**config.mk**
```make
export PLATFORM = sky130hd
export DESIGN_NAME = deferred_priority_command_queue
export DESIGN_NICKNAME = d
export VERILOG_FILES = /design/src/hw/rtl/dpcq_pkg.sv /design/src/hw/rtl/dpcq_cell.sv /design/src/hw/rtl/dpcq_chain.sv /design/src/hw/rtl/deferred_priority_command_queue.sv
export SDC_FILE = /design/constraint.sdc
export NUM_CORES = 2
export LEC_CHECK = 0
export BUFFER_PORTS_ARGS = -buffer_cell sky130_fd_sc_hd__buf_2
export CAP_MARGIN = 20
export CORE_ASPECT_RATIO = 1.25
export CORE_MARGIN = 5
export CORE_UTILIZATION = 35
export DETAILED_ROUTE_END_ITERATION = 7
export PLACE_DENSITY = 0.52
export REMOVE_ABC_BUFFERS = 1
export SKIP_LAST_GASP = 1
export SLEW_MARGIN = 20
export SYNTH_ARGS = -nofsm -noshare
export SYNTH_HDL_FRONTEND = slang
export SYNTH_HIERARCHICAL = 1
export SYNTH_SLANG_ARGS = --single-unit
export TNS_END_PERCENT = 50
```
**constraint.sdc**
```tcl
create_clock -name clk -period 5.85 [get_ports clk]
set_input_delay 0 -clock clk [delete_from_list [all_inputs] [get_ports clk]]
set_output_delay 0 -clock clk [all_outputs]
set_load 0.02 [all_outputs]
```
**src/hw/rtl/dpcq_pkg.sv**
```systemverilog
`timescale 1ns / 1ps

package dpcq_pkg;

  localparam int DEPTH = 16;
  localparam int CNT_W = $clog2(DEPTH + 1);

  localparam logic [2:0] CMD_ENQUEUE        = 3'd0;
  localparam logic [2:0] CMD_ENQUEUE_ABSENT = 3'd1;
  localparam logic [2:0] CMD_CANCEL         = 3'd2;
  localparam logic [2:0] CMD_CONTAINS       = 3'd3;
  localparam logic [2:0] CMD_FLUSH          = 3'd4;
  localparam logic [2:0] CMD_CLEAR_ALL      = 3'd5;

  localparam logic [1:0] ST_OK   = 2'd0;
  localparam logic [1:0] ST_NULL = 2'd1;
  localparam logic [1:0] ST_DUP  = 2'd2;
  localparam logic [1:0] ST_FULL = 2'd3;

  localparam logic KIND_STATUS = 1'b0;
  localparam logic KIND_RUN    = 1'b1;

  typedef struct packed {
    logic [2:0]  command;
    logic [15:0] key;
    logic [15:0] handler;
    logic [31:0] context_req;
    logic [15:0] prio;
    logic        single_run;
  } in_item_t;

  typedef struct packed {
    logic        kind;
    logic [1:0]  status;
    logic        found;
    logic [4:0]  pending;
    logic [15:0] run_handler;
    logic [31:0] run_context;
    logic        last;
  } out_item_t;

  typedef struct packed {
    logic [15:0] key;
    logic [15:0] handler;
    logic [31:0] user_word;
    logic [15:0] prio;
    logic        single;
  } entry_t;

  typedef enum logic [1:0] {
    CELL_HOLD,
    CELL_LOAD,
    CELL_TAKE_UP,
    CELL_TAKE_DOWN
  } cell_op_t;

  typedef enum logic [2:0] {
    CH_IDLE,
    CH_WRITE,
    CH_REMOVE,
    CH_SORT,
    CH_ROTATE
  } chain_op_t;

  typedef struct packed {
    chain_op_t         op;
    logic [CNT_W-1:0]  count;
    logic              parity;
    logic [15:0]       key;
    entry_t            wr_entry;
  } chain_ctl_t;

  typedef struct packed {
    logic              hit;
    logic [CNT_W-1:0]  keep;
    entry_t            head;
  } chain_sts_t;

endpackage

```
**src/hw/rtl/dpcq_cell.sv**
```systemverilog
`timescale 1ns / 1ps

module dpcq_cell (
  input  logic               clk,
  input  dpcq_pkg::cell_op_t op,
  input  dpcq_pkg::entry_t   load_entry,
  input  dpcq_pkg::entry_t   up_entry,
  input  dpcq_pkg::entry_t   down_entry,
  input  logic [15:0]        cmp_key,
  output dpcq_pkg::entry_t   entry,
  output logic               key_eq
);

  dpcq_pkg::entry_t entry_r;
  dpcq_pkg::entry_t entry_nxt;

  always_comb begin
    case (op)
      dpcq_pkg::CELL_HOLD:      entry_nxt = entry_r;
      dpcq_pkg::CELL_LOAD:      entry_nxt = load_entry;
      dpcq_pkg::CELL_TAKE_UP:   entry_nxt = up_entry;
      dpcq_pkg::CELL_TAKE_DOWN: entry_nxt = down_entry;
      default:                  entry_nxt = entry_r;
    endcase
  end

  always_ff @(posedge clk) begin
    entry_r <= entry_nxt;
  end

  assign entry  = entry_r;
  assign key_eq = (entry_r.key == cmp_key);

endmodule

```
**src/hw/rtl/dpcq_chain.sv**
```systemverilog
`timescale 1ns / 1ps

module dpcq_chain (
  input  logic                 clk,
  input  dpcq_pkg::chain_ctl_t ctl,
  output dpcq_pkg::chain_sts_t sts
);

  localparam int DEPTH = dpcq_pkg::DEPTH;
  localparam int CNT_W = dpcq_pkg::CNT_W;

  dpcq_pkg::entry_t cell_q [DEPTH];
  dpcq_pkg::entry_t load_bus;
  logic [DEPTH-1:0] key_eq_w;
  logic [DEPTH-1:0] occ;
  logic [DEPTH-1:0] eq;
  logic [DEPTH-1:0] single_v;
  logic [DEPTH-1:0] sw;
  logic [DEPTH-1:0] sw_below;
  logic [DEPTH-1:0] first_hit;
  logic [DEPTH-1:0] from_hit;
  logic [CNT_W-1:0] last_idx;

  assign last_idx = ctl.count - CNT_W'(1);

  // A rotation recirculates the head item into the last occupied slot.
  assign load_bus = (ctl.op == dpcq_pkg::CH_ROTATE) ? cell_q[0] : ctl.wr_entry;

  // Lowest matching slot, and every slot at or above it.
  assign first_hit = eq & ~(eq - DEPTH'(1));
  assign from_hit  = ~(first_hit - DEPTH'(1));

  assign sw_below = {sw[DEPTH-2:0], 1'b0};

  genvar j;
  generate
    for (j = 0; j < DEPTH; j++) begin : g_cell
      dpcq_pkg::cell_op_t op_c;
      dpcq_pkg::entry_t   up_c;
      dpcq_pkg::entry_t   down_c;

      assign occ[j]      = (CNT_W'(j) < ctl.count);
      assign eq[j]       = key_eq_w[j] & occ[j];
      assign single_v[j] = cell_q[j].single & occ[j];

      if (j < DEPTH - 1) begin : g_up
        assign up_c  = cell_q[j+1];
        // Odd-even transposition: swap only on a strict inversion, which keeps ties stable.
        assign sw[j] = (1'(j % 2) == ctl.parity) && occ[j+1]
                       && (cell_q[j].prio > cell_q[j+1].prio);
      end else begin : g_top
        assign up_c  = '0;
        assign sw[j] = 1'b0;
      end

      if (j > 0) begin : g_down
        assign down_c = cell_q[j-1];
      end else begin : g_bottom
        assign down_c = '0;
      end

      always_comb begin
        op_c = dpcq_pkg::CELL_HOLD;
        case (ctl.op)
          dpcq_pkg::CH_WRITE: begin
            if (CNT_W'(j) == ctl.count) op_c = dpcq_pkg::CELL_LOAD;
          end
          dpcq_pkg::CH_REMOVE: begin
            if (from_hit[j]) op_c = dpcq_pkg::CELL_TAKE_UP;
          end
          dpcq_pkg::CH_SORT: begin
            if (sw[j]) op_c = dpcq_pkg::CELL_TAKE_UP;
            else if (sw_below[j]) op_c = dpcq_pkg::CELL_TAKE_DOWN;
          end
          dpcq_pkg::CH_ROTATE: begin
            if (CNT_W'(j) < last_idx) op_c = dpcq_pkg::CELL_TAKE_UP;
            else if (CNT_W'(j) == last_idx) op_c = dpcq_pkg::CELL_LOAD;
          end
          default: op_c = dpcq_pkg::CELL_HOLD;
        endcase
      end

      dpcq_cell u_cell (
        .clk        (clk),
        .op         (op_c),
        .load_entry (load_bus),
        .up_entry   (up_c),
        .down_entry (down_c),
        .cmp_key    (ctl.key),
        .entry      (cell_q[j]),
        .key_eq     (key_eq_w[j])
      );
    end
  endgenerate

  assign sts.hit  = |eq;
  assign sts.keep = ctl.count - CNT_W'($countones(single_v));
  assign sts.head = cell_q[0];

endmodule

```
**src/hw/rtl/deferred_priority_command_queue.sv**
```systemverilog
`timescale 1ns / 1ps

// Channel  Direction  Payload                    Handshake
// in_      input      dpcq_pkg::in_item_t        in_valid / in_ready
// out_     output     dpcq_pkg::out_item_t       out_valid / out_ready
//
// Enqueue, enqueue-if-absent, contains, clear-all: the decode state, then the report state
// registers the result. Cancel: the remove state takes out one matching entry at a time;
// the search ends on the first cycle that finds no match. Flush of n entries: decode, then n
// passes of odd-even sorting in the cell row, then the emit state sends one item per entry.
// A new item is taken only once the previous one is done.
// Reset (rst_n low, synchronous) empties the table; entry contents are not cleared.
// A stalled out_ready holds the result in the output register; the block keeps working
// until it needs that register again.

module deferred_priority_command_queue (
  input  logic                clk,
  input  logic                rst_n,
  input  logic                in_valid,
  output logic                in_ready,
  input  dpcq_pkg::in_item_t  in_item,
  output logic                out_valid,
  input  logic                out_ready,
  output dpcq_pkg::out_item_t out_item
);

  localparam int DEPTH = dpcq_pkg::DEPTH;
  localparam int CNT_W = dpcq_pkg::CNT_W;

  typedef enum logic [2:0] {
    S_IDLE,
    S_EXEC,
    S_REMOVE,
    S_SORT,
    S_EMIT,
    S_REPORT
  } state_t;

  state_t               state_r, state_nxt;
  logic [CNT_W-1:0]     count_r, count_nxt;
  dpcq_pkg::in_item_t   req_r, req_nxt;
  logic [1:0]           status_r, status_nxt;
  logic                 found_r, found_nxt;
  logic [CNT_W-1:0]     pass_r, pass_nxt;
  logic [CNT_W-1:0]     emit_r, emit_nxt;
  logic [CNT_W-1:0]     num_r, num_nxt;
  logic [CNT_W-1:0]     keep_r, keep_nxt;
  dpcq_pkg::out_item_t  out_r, out_nxt;
  logic                 out_valid_r, out_valid_nxt;

  dpcq_pkg::chain_ctl_t ctl;
  dpcq_pkg::chain_sts_t sts;

  logic slot_free;
  logic full;
  logic null_req;

  assign slot_free = !out_valid_r || out_ready;
  assign full      = (count_r == CNT_W'(DEPTH));
  assign null_req  = (req_r.key == 16'd0) || (req_r.handler == 16'd0);
  assign in_ready  = (state_r == S_IDLE);
  assign out_valid = out_valid_r;
  assign out_item  = out_r;

  always_comb begin
    state_nxt     = state_r;
    count_nxt     = count_r;
    req_nxt       = req_r;
    status_nxt    = status_r;
    found_nxt     = found_r;
    pass_nxt      = pass_r;
    emit_nxt      = emit_r;
    num_nxt       = num_r;
    keep_nxt      = keep_r;
    out_nxt       = out_r;
    out_valid_nxt = out_valid_r && !out_ready;

    ctl.op                 = dpcq_pkg::CH_IDLE;
    ctl.count              = count_r;
    ctl.parity             = pass_r[0];
    ctl.key                = req_r.key;
    ctl.wr_entry.key       = req_r.key;
    ctl.wr_entry.handler   = req_r.handler;
    ctl.wr_entry.user_word = req_r.context_req;
    ctl.wr_entry.prio      = req_r.prio;
    // Enqueue-if-absent always stores a one-shot entry.
    ctl.wr_entry.single    = (req_r.command == dpcq_pkg::CMD_ENQUEUE_ABSENT)
                             ? 1'b1 : req_r.single_run;

    case (state_r)
      S_IDLE: begin
        if (in_valid) begin
          req_nxt   = in_item;
          state_nxt = S_EXEC;
        end
      end

      S_EXEC: begin
        status_nxt = dpcq_pkg::ST_OK;
        found_nxt  = 1'b0;
        state_nxt  = S_REPORT;
        case (req_r.command)
          dpcq_pkg::CMD_ENQUEUE: begin
            if (null_req) status_nxt = dpcq_pkg::ST_NULL;
            else if (full) status_nxt = dpcq_pkg::ST_FULL;
            else begin
              ctl.op    = dpcq_pkg::CH_WRITE;
              count_nxt = count_r + CNT_W'(1);
            end
          end
          dpcq_pkg::CMD_ENQUEUE_ABSENT: begin
            if (null_req) status_nxt = dpcq_pkg::ST_NULL;
            else if (sts.hit) status_nxt = dpcq_pkg::ST_DUP;
            else if (full) status_nxt = dpcq_pkg::ST_FULL;
            else begin
              ctl.op    = dpcq_pkg::CH_WRITE;
              count_nxt = count_r + CNT_W'(1);
            end
          end
          dpcq_pkg::CMD_CANCEL: begin
            if (req_r.key == 16'd0) status_nxt = dpcq_pkg::ST_NULL;
            else state_nxt = S_REMOVE;
          end
          dpcq_pkg::CMD_CONTAINS: begin
            if (req_r.key == 16'd0) status_nxt = dpcq_pkg::ST_NULL;
            else found_nxt = sts.hit;
          end
          dpcq_pkg::CMD_FLUSH: begin
            if (count_r != '0) begin
              num_nxt   = count_r;
              keep_nxt  = sts.keep;
              pass_nxt  = '0;
              state_nxt = S_SORT;
            end
          end
          dpcq_pkg::CMD_CLEAR_ALL: begin
            count_nxt = '0;
          end
          default: begin
            status_nxt = dpcq_pkg::ST_OK;
          end
        endcase
      end

      S_REMOVE: begin
        ctl.op = dpcq_pkg::CH_REMOVE;
        if (sts.hit) count_nxt = count_r - CNT_W'(1);
        else state_nxt = S_REPORT;
      end

      S_SORT: begin
        ctl.op   = dpcq_pkg::CH_SORT;
        pass_nxt = pass_r + CNT_W'(1);
        if (pass_r == num_r - CNT_W'(1)) begin
          emit_nxt  = '0;
          state_nxt = S_EMIT;
        end
      end

      S_EMIT: begin
        if (slot_free) begin
          // Pop the head; a repeating entry goes back in at the tail, a one-shot one is dropped.
          ctl.op              = dpcq_pkg::CH_ROTATE;
          out_nxt.kind        = dpcq_pkg::KIND_RUN;
          out_nxt.status      = dpcq_pkg::ST_OK;
          out_nxt.found       = 1'b0;
          out_nxt.pending     = 5'(keep_r);
          out_nxt.run_handler = sts.head.handler;
          out_nxt.run_context = sts.head.user_word;
          out_nxt.last        = (emit_r == num_r - CNT_W'(1));
          out_valid_nxt       = 1'b1;
          if (sts.head.single) count_nxt = count_r - CNT_W'(1);
          emit_nxt = emit_r + CNT_W'(1);
          if (emit_r == num_r - CNT_W'(1)) state_nxt = S_IDLE;
        end
      end

      S_REPORT: begin
        if (slot_free) begin
          out_nxt.kind        = dpcq_pkg::KIND_STATUS;
          out_nxt.status      = status_r;
          out_nxt.found       = found_r;
          out_nxt.pending     = 5'(count_r);
          out_nxt.run_handler = '0;
          out_nxt.run_context = '0;
          out_nxt.last        = 1'b1;
          out_valid_nxt       = 1'b1;
          state_nxt           = S_IDLE;
        end
      end

      default: begin
        state_nxt = S_IDLE;
      end
    endcase
  end

  always_ff @(posedge clk) begin
    if (!rst_n) begin
      state_r     <= S_IDLE;
      count_r     <= '0;
      out_valid_r <= 1'b0;
    end else begin
      state_r     <= state_nxt;
      count_r     <= count_nxt;
      out_valid_r <= out_valid_nxt;
      req_r       <= req_nxt;
      status_r    <= status_nxt;
      found_r     <= found_nxt;
      pass_r      <= pass_nxt;
      emit_r      <= emit_nxt;
      num_r       <= num_nxt;
      keep_r      <= keep_nxt;
      out_r       <= out_nxt;
    end
  end

  dpcq_chain u_chain (
    .clk (clk),
    .ctl (ctl),
    .sts (sts)
  );

  a_count_bound: assert property (@(posedge clk) disable iff (!rst_n)
    count_r <= CNT_W'(DEPTH))
    else $error("table count exceeds depth");

  a_emit_keep: assert property (@(posedge clk) disable iff (!rst_n)
    (state_r == S_EMIT) |-> (count_r >= keep_r))
    else $error("flush dropped more entries than it has one-shot entries");

  a_flush_end: assert property (@(posedge clk) disable iff (!rst_n)
    ($past(state_r) == S_EMIT && state_r == S_IDLE) |-> (count_r == keep_r))
    else $error("count after flush differs from the announced pending count");

endmodule

```
==> run_results.csv <==
group,metric,value,unit
cells_and_area,nFillCells,23559,
cells_and_area,area_growth_syn_to_layout,18.3,%
place,portBuffers,147,
yosys,yosysTopAreaCell,"edfxtp_1",
yosys,synth.area.top_cells,"edfxtp_1 51%, mux2i_1 15%, a21oi_1 8.0%",
place,dp_hpwl,201000,µm
worst_setup_path,crit_type,"reg -> reg",
timing,hold_violations,0,
pwr,p_leak,35.1,nW
routing,ant_nets,0,
clock_network,cts-root-buf,"clkbuf_16",
routing,drt-vias-per-instance,5.18,
global_routing,grt_pass1_wl,410000,µm
yosys,synth_edf_count,1461,
global_routing,grt-ovfl-total,0,
run,max-cap-violations,0,
routing,vias,62061,
hold_path,hold_path.class,"in -> reg",
timing,tightest_slew,1240,ps
global_routing,grt_max_degree,61,
worst_setup_path,crit_path_start_kind,"flop",
yosys,synthArstFlopShare,0,
die,fp-row-count,204,
worst_setup_path,crit_fanout,27,
clock_network,cts.path.max_buffers,4,
clock_network,cts.sinks,1470,
yosys,synthFlopType,"edfxtp_1",
global_routing,grt_use_total,0.209,
routing,wl_per_cell,23.0,µm
worst_setup_path,reg2reg_slack,130,ps
yosys,netlist_area,86400,µm²
die,floorplan.die_area,257000,µm²
clock_network,clock_latency,870,ps
timing,fin_hold_ws,118,ps
die,die_h,566,µm
routing,drc,0,
clock_network,clkTransAtPathRegs,60,ps
cells_and_area,multi_input_area,37800,µm²
timing,fmax,175,MHz
timing,rsz0062_at_grt,"yes",
timing,finalSetupViolations,0,
die,num_io_pins,148,
yosys,seq_area_frac_synth,0.510,
timing,drv_slew,0,
routing,drt_iter0_drc,5031,
die,die_x,454,µm
yosys,synth_cells,7832,
yosys,ys_ff_latch,1470,
timing,post-route-period-util,0.979,
yosys,yosysTopAreaCellShare,0.508,
timing,relSlewSlack,0.171,
cells_and_area,final_nets,8937,
worst_setup_path,worst_ep_required_time,6350,ps
die,core_region_area,247000,µm²
cells_and_area,final_util,0.415,
yosys,yosysMostFrequentCell,"edfxtp_1",
cells_and_area,area.sequential,44100,µm²
cells_and_area,fin_area,102000,µm²
place,place.gp.congestion,0.889,
run_status,status,"completed",
pwr,p_per_area,331,nW/µm²
global_routing,antenna_found_initial,5,
pwr,power,33.8,mW
timing,skew,67.7,ps
die,initial_core_util,0.350,
global_routing,grt_pass1_vias,61692,
yosys,yosys_warnings,6,
place,post_dp_cell_area,95200,µm²
cells_and_area,drive_gt1_frac,0.116,
clock_network,cts_tree,"built",
yosys,avgSynthCellArea,11.0,µm²
timing,period_minus_slack,5720,ps
routing,wl,276000,µm
pwr,ir_worst_vdd,237,µV
routing,drt-pass1-iter-count,8,
clock_network,htree_levels,4,
worst_setup_path,end_kind,"flop",
yosys,synthTopCellsByCount,"1,461 x edfxtp_1, 1,377 x a21oi_1, 1,374 x nor2_1, 1,297 x mux2i_1, 326 x nand2_1",
yosys,synth_cell_types,86,
clock_network,numCtsBuffers,175,
worst_setup_path,critPathArrivalTime,6230,ps
timing repair:
action / in CTS / in global routing
endpoints found under the hold margin: 140 / 0
gates resized for setup: 2 / 9
pin swaps: 0 / 2
hold buffers: 173 / 0
setup endpoints to repair: 265 / 1340
buffers inserted: 0 / 3
sequential cells by signal (all words and copies together) (netlist names):
signal,cells
emit_r,5
status_r,2
found_r,1
pass_r,5
count_r,5
u_chain/g_cell.u_cell/entry,1296
req_r,4
keep_r,5
num_r,5
out_item,58
ctl,80
out_valid,1
state_r,3
placed cells by master, fill, tap and decap left out, drive strengths merged, types with 22 or more instances in the layout:
master,netlist,final
a21o,45,45
a21oi,1377,1377
and2,63,63
buf,335,706
clkbuf,150,210
clkinv,1,79
conb,1,162
dlygate4sd3,0,173
edfxtp,1461,1461
ha,267,267
inv,290,292
mux2i,1297,1297
nand2,326,326
nand3,43,43
nand4,109,109
nor2,1375,1375
nor2b,22,22
nor4,33,33
o21ai,62,62
or2,22,22
xnor2,276,276
per-stage QoR:
step	TNS [ps]	instances	setup WS (ps)
finish	0	11985	125
global route	-2450	11985	-67.7
CTS	0	11981	19.4
detailed placement	-11730	11507	-133
global placement	-829	11506	-36.2
floorplan	-	7508	-14740
path summary, 6_finish.rpt:
kind,start,to,cells after the start
hold reg to reg,keep_r[4]$_DFFE_PP_,out_item[53]$_DFFE_PP_,1
setup reg to reg,ctl[68]$_DFFE_PP_,u_chain/g_cell[9].u_cell/entry[14]$_DFFE_PP_,24
hold / removal,rst_n,count_r[3]$_SDFFE_PN0P_,3
setup / recovery,ctl[68]$_DFFE_PP_,u_chain/g_cell[9].u_cell/entry[14]$_DFFE_PP_,24
logic make-up (layout without fill, tap and decap cells):
| logic type | Yosys count | in the layout | share of synthesized area |
|---|---|---|---|
| other | 1 | 163 | 0.0000434 |
| adders and majority gates | 285 | 285 | 0.0428 |
| DFF | 1470 | 1470 | 0.510 |
| AOI/OAI and AO/OA | 1641 | 1641 | 0.103 |
| xor gates and xnor gates | 288 | 288 | 0.0294 |
| muxes | 1300 | 1300 | 0.151 |
| buffers and inverters | 776 | 1471 | 0.0637 |
| and+or+nand+nor | 2071 | 2071 | 0.101 |
metal layers:
metal / up-vias / GRT usage / wire length (µm)
met3: 413 / 0.0268 / 14200
met4: 0 / 0.0742 / 10200
met2: 1775 / 0.360 / 134000
li1: 29741 / - / -
met5: - / 0 / 0
met1: 30132 / 0.270 / 118000
worst max-delay path, cell delays in order, from the launching register on:
cell,delay [ps]
edfxtp_1,500
buf_12,200
xnor2_1,130
nand4_1,220
nor4_1,100
buf_4,170
or3_1,300
o221ai_1,150
and4_1,260
nand3_1,120
or2_2,360
a21oi_1,200
a21oi_1,100
nor3_1,230
buf_4,180
and4b_1,200
buf_4,220
buf_4,190
o211ai_1,100
a21oi_1,150
o21a_1,270
nand4b_1,350
buf_12,150
or2_4,230
buf_12,260
layout make-up:
type	count	share of cell area
diodes	1	0.0000245
clock buffers	210	0.0445
clock inverters	91	0.00629
inverters	291	0.0107
multi-input cells	5747	0.370
flip-flops and latches	1470	0.431
well taps	3296	0.0403
repair buffers	879	0.0970
power by group:
group	switching (mW)	internal [mW]	leakage (nW)	total [mW]
clock	4.51	5.82	2.54	10.3
sequential	0.890	13.7	13.4	14.6
combinational	5.38	3.53	19.2	8.92
total	10.8	23.0	35.1	33.8
Power figures use the tool's default switching activity.
